--- src/design/mpq_pkg.sv ---
// ----------------------------------------------------------------------------
// mpq_pkg
// Types and constants of the max-first priority queue.
// ----------------------------------------------------------------------------
package mpq_pkg;

    localparam int CAP_W = 7;
    localparam logic [CAP_W-1:0] CAP_RESET = 7'd64;

    localparam logic REQ_ENQ = 1'b0;
    localparam logic REQ_DEQ = 1'b1;

    typedef enum logic [1:0] {
        ST_DONE  = 2'd0,
        ST_FULL  = 2'd1,
        ST_EMPTY = 2'd2
    } t_status;

    typedef struct packed {
        logic               req_type;
        logic signed [31:0] element;
        logic signed [15:0] prio;
    } t_request;

    typedef struct packed {
        t_status            status;
        logic signed [31:0] removed_element;
        logic signed [15:0] removed_prio;
        logic               is_full_flag;
        logic               is_empty_flag;
    } t_result;

    typedef struct packed {
        logic signed [31:0] element;
        logic signed [15:0] prio;
    } t_entry;

    typedef struct packed {
        logic enq;
        logic deq;
    } t_shift_ctl;

endpackage

--- src/design/mpq_cell.sv ---
// ----------------------------------------------------------------------------
// mpq_cell
// One slot of the sorted chain: holds an entry, opens a gap for an insert
// and moves entries toward the head on a removal.
// ----------------------------------------------------------------------------
module mpq_cell (
    input  logic                i_clk,
    input  mpq_pkg::t_shift_ctl i_ctl,
    input  logic                i_valid,
    input  mpq_pkg::t_entry     i_new,
    input  mpq_pkg::t_entry     i_left_entry,
    input  logic                i_left_ins,
    input  mpq_pkg::t_entry     i_right_entry,
    output mpq_pkg::t_entry     o_entry,
    output logic                o_ins
);
    import mpq_pkg::*;

    t_entry r_entry;
    t_entry n_entry;

    // strict compare keeps older entries of equal priority in front
    assign o_ins   = !i_valid || (i_new.prio > r_entry.prio);
    assign o_entry = r_entry;

    always_comb begin
        n_entry = r_entry;
        if (i_ctl.enq) begin
            if (i_left_ins) begin
                n_entry = i_left_entry;
            end else if (o_ins) begin
                n_entry = i_new;
            end
        end else if (i_ctl.deq) begin
            n_entry = i_right_entry;
        end
    end

    always_ff @(posedge i_clk) begin
        r_entry <= n_entry;
    end

endmodule

--- config.mk ---
export PLATFORM = sky130hd
export DESIGN_NAME = mpq_cell
export DESIGN_NICKNAME = d
export VERILOG_FILES = /design/src/design/mpq_pkg.sv /design/src/design/mpq_cell.sv
export SDC_FILE = /design/constraint.sdc
export NUM_CORES = 1
export LEC_CHECK = 0
export BUFFER_PORTS_ARGS = -buffer_cell sky130_fd_sc_hd__buf_4
export CORE_AREA = 8 8 97 99
export CTS_BUF_LIST = sky130_fd_sc_hd__clkbuf_8
export DETAILED_ROUTE_END_ITERATION = 6
export DIE_AREA = 0 0 105 107
export PLACE_DENSITY_LB_ADDON = 0.08
export SYNTH_ARGS = -nofsm -noshare
export SYNTH_HDL_FRONTEND = slang
export SYNTH_SLANG_ARGS = --single-unit
--- constraint.sdc ---
create_clock -name i_clk -period 7.5 [get_ports i_clk]
set_clock_uncertainty 0.2 [all_clocks]
set_input_delay 0.375 -clock i_clk [delete_from_list [all_inputs] [get_ports i_clk]]
set_output_delay 0.375 -clock i_clk [all_outputs]
set_load 0.02 [all_outputs]
==> summary.md, run 1 <==
| Metric | Value |
|---|---|
| Status | `completed` |
| Clock Power Share | `0.202` |
| Vias in the first global route | `2765` |
| Leading area contributor after synthesis | `edfxtp_1` |
| Setup TNS | `0 ps` |
| VDD IR max | `0.000106 V` |
| Gr ovfl total | `0` |
| Initial DRC count | `59` |
| Die area | `11200 µm²` |
| Worst path max stage delay | `930 ps` |
| Row count | `33` |
| Synth Warn # | `0` |
| Hold Buf Count CTS | `0` |
| Period utilisation layout | `0.394` |
| Sequential Power Share | `0.478` |
| Diode count | `0` |
| Worst slew margin relative to its limit | `0.248` |
| Drt pass-1 iters | `4` |
| RSZ-0062 raised after global routing | `false` |
| Nets@finish | `622` |
| Routed WL per cell | `15.7 µm` |
| Max_cap viols | `0` |
| Delay-heaviest family, CP | `compound AO/OA/AOI/OAI gates` |
| Share of layout cells above drive strength 1 | `0.453` |
| Crit path from | `o_entry[11]$_DFFE_PP_` |
| First-pass GRT wire length | `13600 µm` |
| Reg2Reg Setup Slack | `4550 ps` |
| Crit path max fanout | `48` |
| IO buf count | `197` |
| Post-synthesis cell type count | `24` |
| Seq/Total Area, Yosys | `0.504` |
| CP endpoint kind | `register` |
| IO Pins | `198` |
| Detailed Route WL | `8820 µm` |
| Fmax achieved | `0.339 GHz` |
| CTS Buffer Depth | `2` |
| Final Non-Filler Cells | `562` |
| Critical path, cell by cell | `inv_1 -> ha_1 -> nand4_1 -> nor4_1 -> a32o_2 -> a22oi_2 -> o22a_2` |
| Largest net degree at the start of global routing | `99` |
| Placer's final routability congestion estimate | `0.769` |
| Core ar. | `7930 µm²` |
| CP arrival | `2660 ps` |
| FF+latch count, synth | `48` |
| Gate count of the mapped netlist | `270` |
| Post-DP HPWL | `7040 µm` |
| TritonCTS buffer count | `5` |
| Slew Limit Fails | `0` |
| Mapped Avg Cell Area | `10.6 µm²` |
| Setup Crit Path Kind | `reg2reg` |
| Clk pin slew, worst setup/hold paths | `90 ps` |
| # clock sinks | `48` |
| Placed inst area | `4390 µm²` |
| Chip Height | `107 µm` |
| Int Power | `0.000507 W` |
| Final instance area | `4470 µm²` |
| TritonCTS clock tree | `done` |
| Final Hold Viols | `0` |
| Hold Startpoint | `i_right_entry[2]` |
| Post-synth EDFFs | `48` |
| Class of the worst hold path | `in2reg` |
| Placed insts | `555` |
| Critical Path RT | `7210 ps` |
| Via-to-Cell Ratio | `4.72` |
| Post-CTS Setup Repair Bufs | `0` |
| Fillers | `764` |
| Slew @ Worst Pin | `1130 ps` |
| Top FF cell, synth | `edfxtp_1` |
| Psw | `0.000202 W` |
| Top cells by count, synth | `53 x a21oi_1, 50 x nor2_1, 48 x edfxtp_1, 48 x mux2i_1, 19 x inv_1` |
| Post-Synthesis Net Count | `435` |
| R2R cell count | `7` |
| Final setup viols | `0` |
| Worst hold slack | `198 ps` |
| Gr usage total | `0.150` |
| WHS Path Cells | `3` |
| Comb pwr share | `0.320` |
| Post-Synthesis Cell Area | `2860 µm²` |
| Die X-Extent | `105 µm` |
| Sw Ratio | `0.285` |
| DR vias | `2650` |
| Largest register FFs | `48` |
| Post-CTS sizing | `0` |
| CTS H-tree lvls | `2` |
| P per Cell Area | `159 nW/µm²` |
| Antenna Violating Nets Remaining | `0` |
| Crit path depth | `7` |
| Synth area leaders | `edfxtp_1 50%, mux2i_1 17%, a21oi_1 9.3%` |
| Residual DRC | `0` |
| Bufs and invs on worst path | `1` |
| Kind of start point of the critical path | `register` |
| Initial antenna violation count | `0` |
| Area growth, synth to finish | `56.4%` |
| Initial core utilization | `0.361` |
| Root Buffer Master | `clkbuf_8` |
| Clock latency at the later pin of the worst-skew pair | `290 ps` |
| Post-route minimum period | `2950 ps` |
| Slowest-stage cell, CP | `o22a_2` |
| Tot Pwr | `0.000709 W` |
| Most common cell in the netlist | `a21oi_1` |
| Async SR Flop Fraction | `0` |
| Top cell type's share of synthesized area | `0.504` |
| Launch point of the worst reg-to-reg path | `o_entry[11]$_DFFE_PP_` |
| Leak Pwr | `2.20 nW` |
[worst paths after layout]
path,to
hold / removal,o_entry[2]$_DFFE_PP_
setup reg to reg,o_entry[34]$_DFFE_PP_
setup / recovery,o_entry[34]$_DFFE_PP_
hold reg to reg,o_entry[7]$_DFFE_PP_
[power groups by stage]
stage	combinational, W	clock, W	sequential [W]
5_1_grt	0.000248	0.000162	0.000342
2_1_floorplan	0.0000752	0	0.000380
4_1_cts	0.000231	0.000149	0.000339
3_3_place_gp	0.000229	0	0.000344
3_5_place_dp	0.000231	0	0.000345
6_report	0.000227	0.000143	0.000339
[layer usage]
layer  GRT usage  vias up  wire (µm)
li1            -     1349          -
met1       0.154     1196       3260
met2       0.277      103       4670
met3      0.0702        2        855
met4      0.0275        0         31
met5           0        -          0
[through the flow]
stage                     utilization  setup WS, ps
after CTS                       0.564          4490
after global routing            0.564          4360
final                           0.564          4550
after floorplan                     -          4080
after detailed placement        0.554          4390
after global placement          0.554          4440
[worst reg2reg max path, cell delays in order, from the launching register on]
cell	delay, ps
edfxtp_1	400
inv_1	70
ha_1	250
nand4_1	150
nor4_1	70
a32o_2	270
a22oi_2	200
o22a_2	930
[layout make-up]
type / count / area [µm²] / area share
clock inverters: 2 / 8.76 / 0.00196
flip-flops and latches: 48 / 1440 / 0.322
well taps: 105 / 131 / 0.0294
multi-input cells: 186 / 1270 / 0.284
inverters: 19 / 71.3 / 0.0160
clock buffers: 5 / 68.8 / 0.0154
repair buffers: 197 / 1480 / 0.331
[placed cells by master, fill, tap and decap left out]
master    synthesis  layout
a211oi_1          1       1
a21o_1            1       1
a21oi_1          53      53
a221oi_1          1       1
a22oi_2           1       1
a32o_2            1       1
buf_4             2     197
clkbuf_8          0       5
clkinv_2          0       1
edfxtp_1         48      48
ha_1             16      16
inv_1            19      20
mux2i_1          48      48
nand2_1           3       3
nand2b_1          2       2
nand3_1           1       1
nand4_1           2       2
nand4_2           1       1
nor2_1           50      50
nor4_1            1       1
o21ai_0           2       2
o221ai_1          1       1
o22a_2            0       1
[kinds of logic (layout without fill, tap and decap cells)]
| group | Yosys count | count (layout) | synth area share |
|---|---|---|---|
| AO/OA/AOI/OAI | 62 | 62 | 0.119 |
| adder cells (fa/ha/maj) | 16 | 16 | 0.0700 |
| buffers and inverters | 36 | 223 | 0.0521 |
| flip-flops | 48 | 48 | 0.504 |
| multiplexers | 48 | 48 | 0.168 |
| AND/OR/NAND/NOR | 60 | 60 | 0.0866 |
Note: power is estimated with default switching activity, not from simulation.
==> run 2: changes to the inputs <==
Clock period 7.5 ns to 2.61 ns, I/O delays scaled along.
==> summary.md, run 2 (synthesized netlist as in run 1, its figures left out) <==
| Metric | Value |
|---|---|
| Status | `finished with violations` |
| Failing checks | `negative hold slack` |
| Worst path max stage delay | `410 ps` |
| Die area | `11200 µm²` |
| TritonCTS clock tree | `done` |
| DR vias | `2806` |
| TritonCTS buffer count | `5` |
| Kind of start point of the critical path | `register` |
| Gr ovfl total | `0` |
| Initial core utilization | `0.361` |
| Fillers | `714` |
| Slew Limit Fails | `0` |
| Critical Path RT | `2370 ps` |
| Int Power | `0.00150 W` |
| Area growth, synth to finish | `72.2%` |
| Detailed Route WL | `9260 µm` |
| Multi-input gate area | `1310 µm²` |
| Core ar. | `7930 µm²` |
| # clock sinks | `48` |
| Setup TNS | `0 ps` |
| Comb pwr share | `0.342` |
| Max_cap viols | `0` |
| RSZ-0062 raised after global routing | `false` |
| Crit path max fanout | `24` |
| CP arrival | `2190 ps` |
| Post-route minimum period | `2430 ps` |
| Final setup viols | `0` |
| Fmax achieved | `0.411 GHz` |
| Setup Crit Path Kind | `reg2reg` |
| IO buf count | `197` |
| Leading cell type in the layout, fill and taps excluded | `buf_4` |
| CTS H-tree lvls | `2` |
| Antenna Violating Nets Remaining | `0` |
| CP endpoint kind | `register` |
| Post-CTS Setup Repair Bufs | `0` |
| Clk pin slew, worst setup/hold paths | `80 ps` |
| Sw Ratio | `0.284` |
| CTS Buffer Depth | `2` |
| Initial antenna violation count | `0` |
| Most frequent cells in the layout | `199 x buf_4, 53 x a21oi_1, 50 x nor2_1, 48 x mux2i_1, 48 x edfxtp_1` |
| Via-to-Cell Ratio | `4.64` |
| VDD IR max | `0.000199 V` |
| Leak Pwr | `2.38 nW` |
| P per Cell Area | `426 nW/µm²` |
| Period utilisation layout | `0.932` |
| Row count | `33` |
| Slowest-stage cell, CP | `o22a_4` |
| Clock Power Share | `0.195` |
| Class of the worst hold path | `in2reg` |
| Worst slack, placed | `40.1 ps` |
| Diode count | `0` |
| Psw | `0.000596 W` |
| Share of layout cells above drive strength 1 | `0.422` |
| First-pass GRT wire length | `14300 µm` |
| Nets@finish | `665` |
| Gr usage total | `0.157` |
| Worst slew margin relative to its limit | `0.660` |
| Initial DRC count | `43` |
| Routed WL per cell | `15.3 µm` |
| Largest register FFs | `48` |
| Slew @ Worst Pin | `510 ps` |
| Worst hold slack | `-8.13 ps` |
| Largest net degree at the start of global routing | `57` |
| Root Buffer Master | `clkbuf_8` |
| Final worst slack | `178 ps` |
| Die X-Extent | `105 µm` |
| Vias in the first global route | `2940` |
| Final Hold Viols | `4` |
| Final instance area | `4920 µm²` |
| Register Area | `1440 µm²` |
| IO Pins | `198` |
| Placed inst area | `4430 µm²` |
| Critical path, cell by cell | `inv_1 -> ha_1 -> nand4_1 -> a211oi_1 -> o21ai_0 -> a22oi_2 -> o22a_4` |
| Sequential Power Share | `0.462` |
| Placer's final routability congestion estimate | `0.763` |
| Chip Height | `107 µm` |
| Residual DRC | `0` |
| Post-DP HPWL | `7270 µm` |
| Clock latency at the later pin of the worst-skew pair | `290 ps` |
| Drt pass-1 iters | `4` |
-- run 2: cell count changes in the layout (fill, tap and decap cells not counted), sizes merged --
cell         previous run  this run
dlygate4sd3             0        40
buf                   197       199
o22a                    1         2
-- run 2: path summary, 6_finish.rpt --
| path | startpoint | endpoint | slack, ps | cells after the start |
|---|---|---|---|---|
| setup / recovery | o_entry[7]$_DFFE_PP_ | o_entry[18]$_DFFE_PP_ | 180 | 7 |
| hold reg to reg | o_entry[0]$_DFFE_PP_ | o_entry[0]$_DFFE_PP_ | 1130 | 4 |
| hold / removal | i_right_entry[37] | o_entry[37]$_DFFE_PP_ | -8 | 3 |
| setup reg to reg | o_entry[7]$_DFFE_PP_ | o_entry[18]$_DFFE_PP_ | 180 | 7 |
-- run 2: power groups by stage --
stage	logic [W]	clock network (W)	registers, W
5_1_grt	0.000781	0.000451	0.000981
2_1_floorplan	0.000221	0	0.00109
4_1_cts	0.000723	0.000422	0.000973
3_5_place_dp	0.000673	0	0.000989
6_report	0.000718	0.000410	0.000971
3_3_place_gp	0.000667	0	0.000986
-- run 2: metal layers --
layer / up-vias / track usage / wire length, µm
met4: 0 / 0.0336 / 53
met2: 105 / 0.291 / 4950
met3: 5 / 0.0666 / 823
li1: 1438 / - / -
met5: - / 0 / 0
met1: 1258 / 0.160 / 3440
-- run 2: stage by stage --
step	hold slack, ps	std cells	power (W)	util
2_1_floorplan	156	270	0.00131	-
3_5_place_dp	254	557	0.00166	0.559
6_report	-8.13	605	0.00210	0.621
4_1_cts	1.30	604	0.00212	0.619
3_3_place_gp	251	557	0.00165	0.559
5_1_grt	8.99	605	0.00221	0.621
-- run 2: timing repair --
item,4_1_cts,5_1_grt
hold buffers,40,0
gates resized for setup,0,1
hold endpoints to repair,39,0
endpoints found under the setup margin,0,48
-- run 2: critical path: cells and delay by family, from the launching register on --
family,cells,cell delay (ps)
buffers and inverters,1,50
and+or+nand+nor,1,140
adders and majority gates,1,310
AOI/OAI and AO/OA,4,1050
DFF,1,370
-- run 2: area by class of cell --
type                            instances  area share
Clock buffer                            5      0.0140
Clock inverter                          2     0.00178
Inverter                               19      0.0145
Multi-Input combinational cell        187       0.266
Sequential cell                        48       0.293
Tap cell                              105      0.0267
Timing Repair Buffer                  239       0.385
